## src/hw/rtl/tcdc_pkg.sv

```systemverilog
// Package with the constants and helper functions of the terminal colour depth converter.
package tcdc_pkg;

	localparam logic [1:0] MODE_DEFAULT = 2'd0;
	localparam logic [1:0] MODE_BASIC   = 2'd1;
	localparam logic [1:0] MODE_PALETTE = 2'd2;
	localparam logic [1:0] MODE_RGB     = 2'd3;

	localparam logic [1:0] DEPTH_BASIC = 2'd0;
	localparam logic [1:0] DEPTH_256   = 2'd1;
	localparam logic [1:0] DEPTH_TRUE  = 2'd2;

	localparam logic [7:0] CUBE_BASE     = 8'd16;
	localparam logic [7:0] GRAY_BASE     = 8'd232;
	localparam logic [7:0] GRAY_LOW      = 8'd4;
	localparam logic [7:0] GRAY_HIGH     = 8'd243;
	localparam logic [4:0] GRAY_K_MAX    = 5'd23;
	localparam logic [7:0] GRAY_BRIGHT   = 8'd128;
	localparam logic [7:0] STEP1_EDGE    = 8'd48;
	localparam logic [7:0] STEP2_EDGE    = 8'd115;
	localparam logic [7:0] STEP3_EDGE    = 8'd155;
	localparam logic [7:0] STEP4_EDGE    = 8'd195;
	localparam logic [7:0] STEP5_EDGE    = 8'd235;

	function automatic logic [2:0] comp_step(input logic [7:0] c);
		logic [2:0] s;
		if (c < STEP1_EDGE) begin
			s = 3'd0;
		end else if (c < STEP2_EDGE) begin
			s = 3'd1;
		end else if (c < STEP3_EDGE) begin
			s = 3'd2;
		end else if (c < STEP4_EDGE) begin
			s = 3'd3;
		end else if (c < STEP5_EDGE) begin
			s = 3'd4;
		end else begin
			s = 3'd5;
		end
		return s;
	endfunction

	function automatic logic [7:0] cube_level(input logic [2:0] s);
		logic [7:0] l;
		case (s)
			3'd0: l = 8'h00;
			3'd1: l = 8'h5f;
			3'd2: l = 8'h87;
			3'd3: l = 8'haf;
			3'd4: l = 8'hd7;
			default: l = 8'hff;
		endcase
		return l;
	endfunction

	function automatic logic [7:0] abs_diff(input logic [7:0] a, input logic [7:0] b);
		return (a > b) ? a - b : b - a;
	endfunction

endpackage

```

## src/hw/rtl/terminal_color_depth_converter_unit.sv

```systemverilog
// Terminal colour depth converter: five-stage pipeline from colour description to colour value.
// Throughput is one beat per cycle; each stage holds while the stage after it is full and stalled.
// The stages are digit extraction, cube distance and mean, gray level, gray distance, and selection.
// Reset clears every stage valid bit and sets the terminal depth to the 256 colour palette.
module terminal_color_depth_converter_unit (
	input  logic               clk,
	input  logic               arst_n,
	input  logic               cfg_we,
	input  logic [1:0]         cfg_wdata,
	input  logic               in_valid,
	output logic               in_stall,
	input  logic [1:0]         mode,
	input  logic [7:0]         palette_index,
	input  logic [7:0]         red,
	input  logic [7:0]         green,
	input  logic [7:0]         blue,
	output logic               out_valid,
	input  logic               out_stall,
	output logic signed [24:0] color_value
);

	logic [1:0] depth_q;

	logic v_s1, v_s2, v_s3, v_s4, v_s5;
	logic en1, en2, en3, en4, en5;

	assign en5      = !v_s5 || !out_stall;
	assign en4      = !v_s4 || en5;
	assign en3      = !v_s3 || en4;
	assign en2      = !v_s2 || en3;
	assign en1      = !v_s1 || en2;
	assign in_stall = !en1;

	always_ff @(posedge clk or negedge arst_n) begin
		if (!arst_n) begin
			depth_q <= tcdc_pkg::DEPTH_256;
		end else if (cfg_we) begin
			depth_q <= cfg_wdata;
		end
	end

	always_ff @(posedge clk or negedge arst_n) begin
		if (!arst_n) begin
			v_s1 <= 1'b0;
			v_s2 <= 1'b0;
			v_s3 <= 1'b0;
			v_s4 <= 1'b0;
			v_s5 <= 1'b0;
		end else begin
			if (en1) v_s1 <= in_valid;
			if (en2) v_s2 <= v_s1;
			if (en3) v_s3 <= v_s2;
			if (en4) v_s4 <= v_s3;
			if (en5) v_s5 <= v_s4;
		end
	end

	// Stage 1: component steps, cube differences, component sum and palette digits.
	logic [7:0]  pn;
	logic [16:0] pq36_prod;
	logic [2:0]  pq36;
	logic [7:0]  prem;
	logic [2:0]  sr, sg, sb;

	assign pn        = palette_index - tcdc_pkg::CUBE_BASE;
	assign pq36_prod = {9'd0, pn} * 17'd456;
	assign pq36      = pq36_prod[16:14];
	assign prem      = pn - ({5'd0, pq36} * 8'd36);
	assign sr        = tcdc_pkg::comp_step(red);
	assign sg        = tcdc_pkg::comp_step(green);
	assign sb        = tcdc_pkg::comp_step(blue);

	logic [1:0] mode_s1;
	logic [7:0] idx_s1, r_s1, g_s1, b_s1;
	logic [2:0] sr_s1, sg_s1, sb_s1;
	logic [7:0] dr_s1, dg_s1, db_s1;
	logic [9:0] sum_s1;
	logic [2:0] pd_r_s1;
	logic [7:0] prem_s1;
	logic       pgray_s1;
	logic [7:0] plvl_s1;

	always_ff @(posedge clk) begin
		if (en1) begin
			mode_s1  <= mode;
			idx_s1   <= palette_index;
			r_s1     <= red;
			g_s1     <= green;
			b_s1     <= blue;
			sr_s1    <= sr;
			sg_s1    <= sg;
			sb_s1    <= sb;
			dr_s1    <= tcdc_pkg::abs_diff(red, tcdc_pkg::cube_level(sr));
			dg_s1    <= tcdc_pkg::abs_diff(green, tcdc_pkg::cube_level(sg));
			db_s1    <= tcdc_pkg::abs_diff(blue, tcdc_pkg::cube_level(sb));
			sum_s1   <= {2'd0, red} + {2'd0, green} + {2'd0, blue};
			pd_r_s1  <= pq36;
			prem_s1  <= prem;
			pgray_s1 <= palette_index >= tcdc_pkg::GRAY_BASE;
			plvl_s1  <= 8'd8 + 8'((palette_index - tcdc_pkg::GRAY_BASE) * 8'd10);
		end
	end

	// Stage 2: cube distance, mean of the components, palette expansion.
	logic [19:0] avg_prod;
	logic [13:0] pq6_prod;
	logic [2:0]  pq6;
	logic [7:0]  pb_full;
	logic [2:0]  pd_b;

	assign avg_prod = {10'd0, sum_s1} * 20'd683;
	assign pq6_prod = {6'd0, prem_s1} * 14'd43;
	assign pq6      = pq6_prod[10:8];
	assign pb_full  = prem_s1 - ({5'd0, pq6} * 8'd6);
	assign pd_b     = pb_full[2:0];

	logic [1:0]  mode_s2;
	logic [7:0]  idx_s2, r_s2, g_s2, b_s2;
	logic [2:0]  sr_s2, sg_s2, sb_s2;
	logic [17:0] cube_d_s2;
	logic [7:0]  avg_s2;
	logic [23:0] pal_rgb_s2;
	logic [2:0]  pal_basic_s2;

	always_ff @(posedge clk) begin
		if (en2) begin
			mode_s2   <= mode_s1;
			idx_s2    <= idx_s1;
			r_s2      <= r_s1;
			g_s2      <= g_s1;
			b_s2      <= b_s1;
			sr_s2     <= sr_s1;
			sg_s2     <= sg_s1;
			sb_s2     <= sb_s1;
			cube_d_s2 <= ({10'd0, dr_s1} * {10'd0, dr_s1}) + ({10'd0, dg_s1} * {10'd0, dg_s1})
			             + ({10'd0, db_s1} * {10'd0, db_s1});
			avg_s2    <= avg_prod[18:11];
			if (pgray_s1) begin
				pal_rgb_s2   <= {plvl_s1, plvl_s1, plvl_s1};
				pal_basic_s2 <= (plvl_s1 > tcdc_pkg::GRAY_BRIGHT) ? 3'd7 : 3'd0;
			end else begin
				pal_rgb_s2   <= {tcdc_pkg::cube_level(pd_r_s1), tcdc_pkg::cube_level(pq6),
				                 tcdc_pkg::cube_level(pd_b)};
				pal_basic_s2 <= {pd_b > 3'd1, pq6 > 3'd1, pd_r_s1 > 3'd1};
			end
		end
	end

	// Stage 3: gray ramp index, level and differences.
	logic [7:0]  kx;
	logic [15:0] k_prod;
	logic [4:0]  k;
	logic [7:0]  lvl;

	assign kx     = avg_s2 - tcdc_pkg::GRAY_LOW;
	assign k_prod = {8'd0, kx} * 16'd205;
	always_comb begin
		if (avg_s2 < tcdc_pkg::GRAY_LOW) begin
			k = 5'd0;
		end else if (avg_s2 > tcdc_pkg::GRAY_HIGH) begin
			k = tcdc_pkg::GRAY_K_MAX;
		end else begin
			k = k_prod[15:11];
		end
	end
	assign lvl = 8'd8 + ({3'd0, k} * 8'd10);

	logic [1:0]  mode_s3;
	logic [7:0]  idx_s3, r_s3, g_s3, b_s3;
	logic [2:0]  sr_s3, sg_s3, sb_s3;
	logic [17:0] cube_d_s3;
	logic [4:0]  k_s3;
	logic [7:0]  lvl_s3;
	logic [7:0]  gdr_s3, gdg_s3, gdb_s3;
	logic [23:0] pal_rgb_s3;
	logic [2:0]  pal_basic_s3;

	always_ff @(posedge clk) begin
		if (en3) begin
			mode_s3      <= mode_s2;
			idx_s3       <= idx_s2;
			r_s3         <= r_s2;
			g_s3         <= g_s2;
			b_s3         <= b_s2;
			sr_s3        <= sr_s2;
			sg_s3        <= sg_s2;
			sb_s3        <= sb_s2;
			cube_d_s3    <= cube_d_s2;
			k_s3         <= k;
			lvl_s3       <= lvl;
			gdr_s3       <= tcdc_pkg::abs_diff(r_s2, lvl);
			gdg_s3       <= tcdc_pkg::abs_diff(g_s2, lvl);
			gdb_s3       <= tcdc_pkg::abs_diff(b_s2, lvl);
			pal_rgb_s3   <= pal_rgb_s2;
			pal_basic_s3 <= pal_basic_s2;
		end
	end

	// Stage 4: gray distance and the choice between gray and cube.
	logic [17:0] gray_d;
	assign gray_d = ({10'd0, gdr_s3} * {10'd0, gdr_s3}) + ({10'd0, gdg_s3} * {10'd0, gdg_s3})
	                + ({10'd0, gdb_s3} * {10'd0, gdb_s3});

	logic [1:0]  mode_s4;
	logic [7:0]  idx_s4, r_s4, g_s4, b_s4;
	logic [7:0]  qidx_s4;
	logic [2:0]  qbasic_s4;
	logic [23:0] pal_rgb_s4;
	logic [2:0]  pal_basic_s4;

	always_ff @(posedge clk) begin
		if (en4) begin
			mode_s4      <= mode_s3;
			idx_s4       <= idx_s3;
			r_s4         <= r_s3;
			g_s4         <= g_s3;
			b_s4         <= b_s3;
			pal_rgb_s4   <= pal_rgb_s3;
			pal_basic_s4 <= pal_basic_s3;
			if (gray_d < cube_d_s3) begin
				qidx_s4   <= tcdc_pkg::GRAY_BASE + {3'd0, k_s3};
				qbasic_s4 <= (lvl_s3 > tcdc_pkg::GRAY_BRIGHT) ? 3'd7 : 3'd0;
			end else begin
				qidx_s4   <= tcdc_pkg::CUBE_BASE + ({5'd0, sr_s3} * 8'd36)
				             + ({5'd0, sg_s3} * 8'd6) + {5'd0, sb_s3};
				qbasic_s4 <= {sb_s3 > 3'd1, sg_s3 > 3'd1, sr_s3 > 3'd1};
			end
		end
	end

	// Stage 5: selection of the result by colour kind and terminal depth.
	logic [24:0] res;
	always_comb begin
		case (mode_s4)
			tcdc_pkg::MODE_DEFAULT: res = '1;
			tcdc_pkg::MODE_BASIC:   res = {17'd0, idx_s4};
			tcdc_pkg::MODE_PALETTE: begin
				if (idx_s4 < tcdc_pkg::CUBE_BASE) begin
					res = {17'd0, idx_s4};
				end else begin
					case (depth_q)
						tcdc_pkg::DEPTH_TRUE:  res = {1'b0, pal_rgb_s4};
						tcdc_pkg::DEPTH_BASIC: res = {22'd0, pal_basic_s4};
						default:               res = {17'd0, idx_s4};
					endcase
				end
			end
			default: begin
				case (depth_q)
					tcdc_pkg::DEPTH_TRUE:  res = {1'b0, r_s4, g_s4, b_s4};
					tcdc_pkg::DEPTH_BASIC: res = {22'd0, qbasic_s4};
					default:               res = {17'd0, qidx_s4};
				endcase
			end
		endcase
	end

	logic [24:0] out_s5;
	always_ff @(posedge clk) begin
		if (en5) begin
			out_s5 <= res;
		end
	end

	assign out_valid   = v_s5;
	assign color_value = $signed(out_s5);

endmodule
```

## config.mk

```make
export PLATFORM = sky130hd
export DESIGN_NAME = terminal_color_depth_converter_unit
export DESIGN_NICKNAME = d
export VERILOG_FILES = /design/src/hw/rtl/tcdc_pkg.sv /design/src/hw/rtl/terminal_color_depth_converter_unit.sv
export SDC_FILE = /design/constraint.sdc
export NUM_CORES = 1
export LEC_CHECK = 0
export ABC_CLOCK_PERIOD_IN_PS = 13100
export BUFFER_PORTS_ARGS = -buffer_cell sky130_fd_sc_hd__clkbuf_2
export CORE_UTILIZATION = 35
export DETAILED_ROUTE_END_ITERATION = 10
export GPL_TIMING_DRIVEN = 0
export PLACE_DENSITY_LB_ADDON = 0.05
export SYNTH_ARGS = -nofsm -noshare
export SYNTH_HDL_FRONTEND = slang
export SYNTH_SLANG_ARGS = --single-unit
```

## constraint.sdc

```tcl
create_clock -name clk -period 13.1 [get_ports clk]
set_input_delay 1.965 -clock clk [delete_from_list [all_inputs] [get_ports clk]]
set_output_delay 1.965 -clock clk [all_outputs]
set_load 0.02 [all_outputs]
```

==> impl_metrics.yaml <==
place:
  io_buffer_count: 67
  place_inst: 4413
  place_congestion: 0.852
  hpwl_mm: 64.0
worst_setup_path:
  cp-end-kind: "register"
  crit_family: "adder cells"
  reg2reg_slack_ns: 1.99
  cpPeakStageDelay_ns: 0.90
  crit_top_cell: "ha_1"
  rr_startpoint: "avg_s2[2]"
  crit_type: "register to register"
  crit_path_start_kind: "register"
  cp_slowest_cell: "nor2_1"
  r2r_end: "gdr_s3[5]"
  cp.required_ns: 13.44
  crit_buf_inv: 7
  reg2reg_depth: 37
  crit_arrival_ns: 11.45
  crit_fanout: 10
global_route:
  overflow: 0
  grt_usage_pct: 15.8
  grt_pass1_wl_mm: 125
  grt_pass1_vias: 23200
  grt_max_degree: 68
  antenna_found_initial: 1
floorplan:
  row_count: 115
  die-area_sq_um: 101000
  die_height_um: 317
  die_x_um: 317
  coreArea_sq_um: 98400
  start_util_pct: 35.3
  pin_count: 68
sta:
  period_share_pct: 84.8
  drv_slew: 0
  setup_viol: 0
  slew_headroom_pct: 8.06
  hold_viol: 0
  fin_worst_skew_ns: 0.0542
  fin_hold_ws_ns: 0.400
  worst_pin_slew_ns: 1.38
  setup-tns-final_ns: 0
  fmax_mhz: 90.0
  grt_setup_unrepaired: "no"
  min_period_ns: 11.11
detailed_routing:
  via_count: 21300
  dr.pass1.iters: 5
  drc: 0
  viasPerCell: 4.74
  drtIter0Drc: 1132
  routed_wl_mm: 76.5
  routedWlPerCell_um: 17.0
  ant_nets: 0
worst_hold_path:
  min_to: "b_s4[4]"
  hold_path_class: "register to register"
  worstHoldStart: "b_s3[4]"
  worstHoldPathCells: 0
cells_and_area:
  fin_util_pct: 39.1
  final_cell_count_no_fill: 4498
  drive_gt1_share_pct: 6.04
  area_delta_synth_final_pct: 10.7
  finalNetCount: 4019
clock_network:
  cts_tree: "built"
  clock_path_buffers: 3
  ctsHoldBuffers: 0
  cts-buffers-inserted: 48
  clk_pin_slew_ns: 0.06
  clock_latency_ns: 0.62
  post_cts_buffers: 0
  cts-root-buf: "clkbuf_16"
  cts_max_level: 2
  cts_sinks: 411
  cts_resized: 0
synth:
  ys_ff_latch: 411
  synth_edf_count: 404
  syn_inst: 3049
  ys_warn_count: 0
  ys_seq_area_share_pct: 35.4
  synth_area_sq_um: 34800
  avgSynthCellArea_sq_um: 11.4
  ys_types: 72
  synthArstFlopShare_pct: 1.70
  synth_nets: 3892
  dominantRegCellSynth: "edfxtp_1"
flow_run:
  cap_violations: 0
status:
  status: "complete, no violations"
cell usage after synthesis, types with 19 or more instances:
master      n  area share (%)
a211oi_1   19            0.41
a21boi_0   21            0.45
a21o_1     47             1.0
a21oi_1   107             1.5
and2_1    124             2.2
and3_1     21            0.38
clkbuf_1   37            0.40
edfxtp_1  404              35
fa_1      341              20
ha_1      461              17
inv_1     653             7.0
mux2i_1    42             1.2
nand2_1   140             1.5
nand3_1    21            0.30
nor2_1     97             1.0
nor2b_1    31            0.56
nor3_1     27            0.39
o21ai_0    86             1.2
o21bai_1   24            0.52
xnor2_1    94             2.4
xor2_1     39            0.98
layer usage:
layer	global-route usage, %	vias up	part of all wire [%]
li1	-	10400	-
met1	22.6	10500	49
met2	25.7	322	45
met3	1.96	82	3.6
met4	3.53	0	1.9
met5	0	-	0
area by class of cell:
type                    instances  area [sq um]
clock inverters                33           333
clock buffers                  51          1210
plain buffers                  42           163
fillers                      9611         59900
repair buffers                 77           548
well taps                    1287          1610
multi-input cells            1943         19900
flip-flops and latches        411         12300
inverters                     653          2450
diodes                          1          2.50
worst register-to-register path, delay by kind of cell (launching register included):
family	cells	cell delay [ns]
fa+ha+maj	10	3.77
xor+xnor	3	1.11
mux	1	0.36
flops	1	0.46
buf+inv	7	1.02
simple gates	11	2.92
compound gates	5	1.22
kinds of logic (layout without fill, tap and decap cells):
logic type	after synthesis	count (layout)	share of synthesized area, %
XOR/XNOR	134	134	3.41
adder cells (fa/ha/maj)	802	802	36.2
multiplexers	57	57	1.69
other	0	1	0
AND/OR/NAND/NOR	532	532	7.81
flip-flops	411	411	35.4
AO/OA/AOI/OAI	418	418	7.95
buffers and inverters	695	856	7.52
registers in the layout (all words and copies together), names as in the netlist, 10 cells and up:
| register | count |
|---|---|
| color_value | 25 |
| pal_rgb_s2 | 24 |
| pal_rgb_s3 | 24 |
| pal_rgb_s4 | 24 |
| cube_d_s2 | 18 |
| cube_d_s3 | 18 |
| sum_s1 | 10 |
per-stage QoR:
stage / cell area, sq um / setup WS [ns]
after CTS: 38500 / 1.85
after global placement: 36700 / 2.03
final: 38500 / 1.99
after global routing: 38500 / 1.27
after detailed placement: 37000 / 1.86
after floorplan: 34800 / 3.74
placed cells by master, fill, tap and decap left out, drive strengths merged, types with 27 or more instances in the layout:
cell / synthesis / routed
and2: 124 / 124
nand2: 140 / 140
o21ai: 86 / 86
nor3: 27 / 27
mux2i: 42 / 42
nor2: 97 / 97
clkbuf: 38 / 156
inv: 653 / 657
a21o: 47 / 47
nor2b: 31 / 31
xnor2: 94 / 94
fa: 341 / 341
ha: 461 / 461
a21oi: 108 / 108
xor2: 39 / 39
edfxtp: 404 / 404
how the worst max path moves through the flow:
stage | start | to | slack (ns) | cells past startpoint
detailed placement | avg_s2[2] | gdr_s3[5] | 1.86 | 37
CTS | avg_s2[2] | gdr_s3[5] | 1.85 | 37
finish | avg_s2[2] | gdr_s3[5] | 1.99 | 37
global placement | avg_s2[2] | gdr_s3[5] | 2.03 | 37
floorplan | avg_s2[2] | gdr_s3[5] | 3.74 | 37
global route | avg_s2[2] | gdr_s3[5] | 1.27 | 37
Power is not shown: default switching activity piles up to over one toggle a cycle in this logic, so the estimate is an artifact.
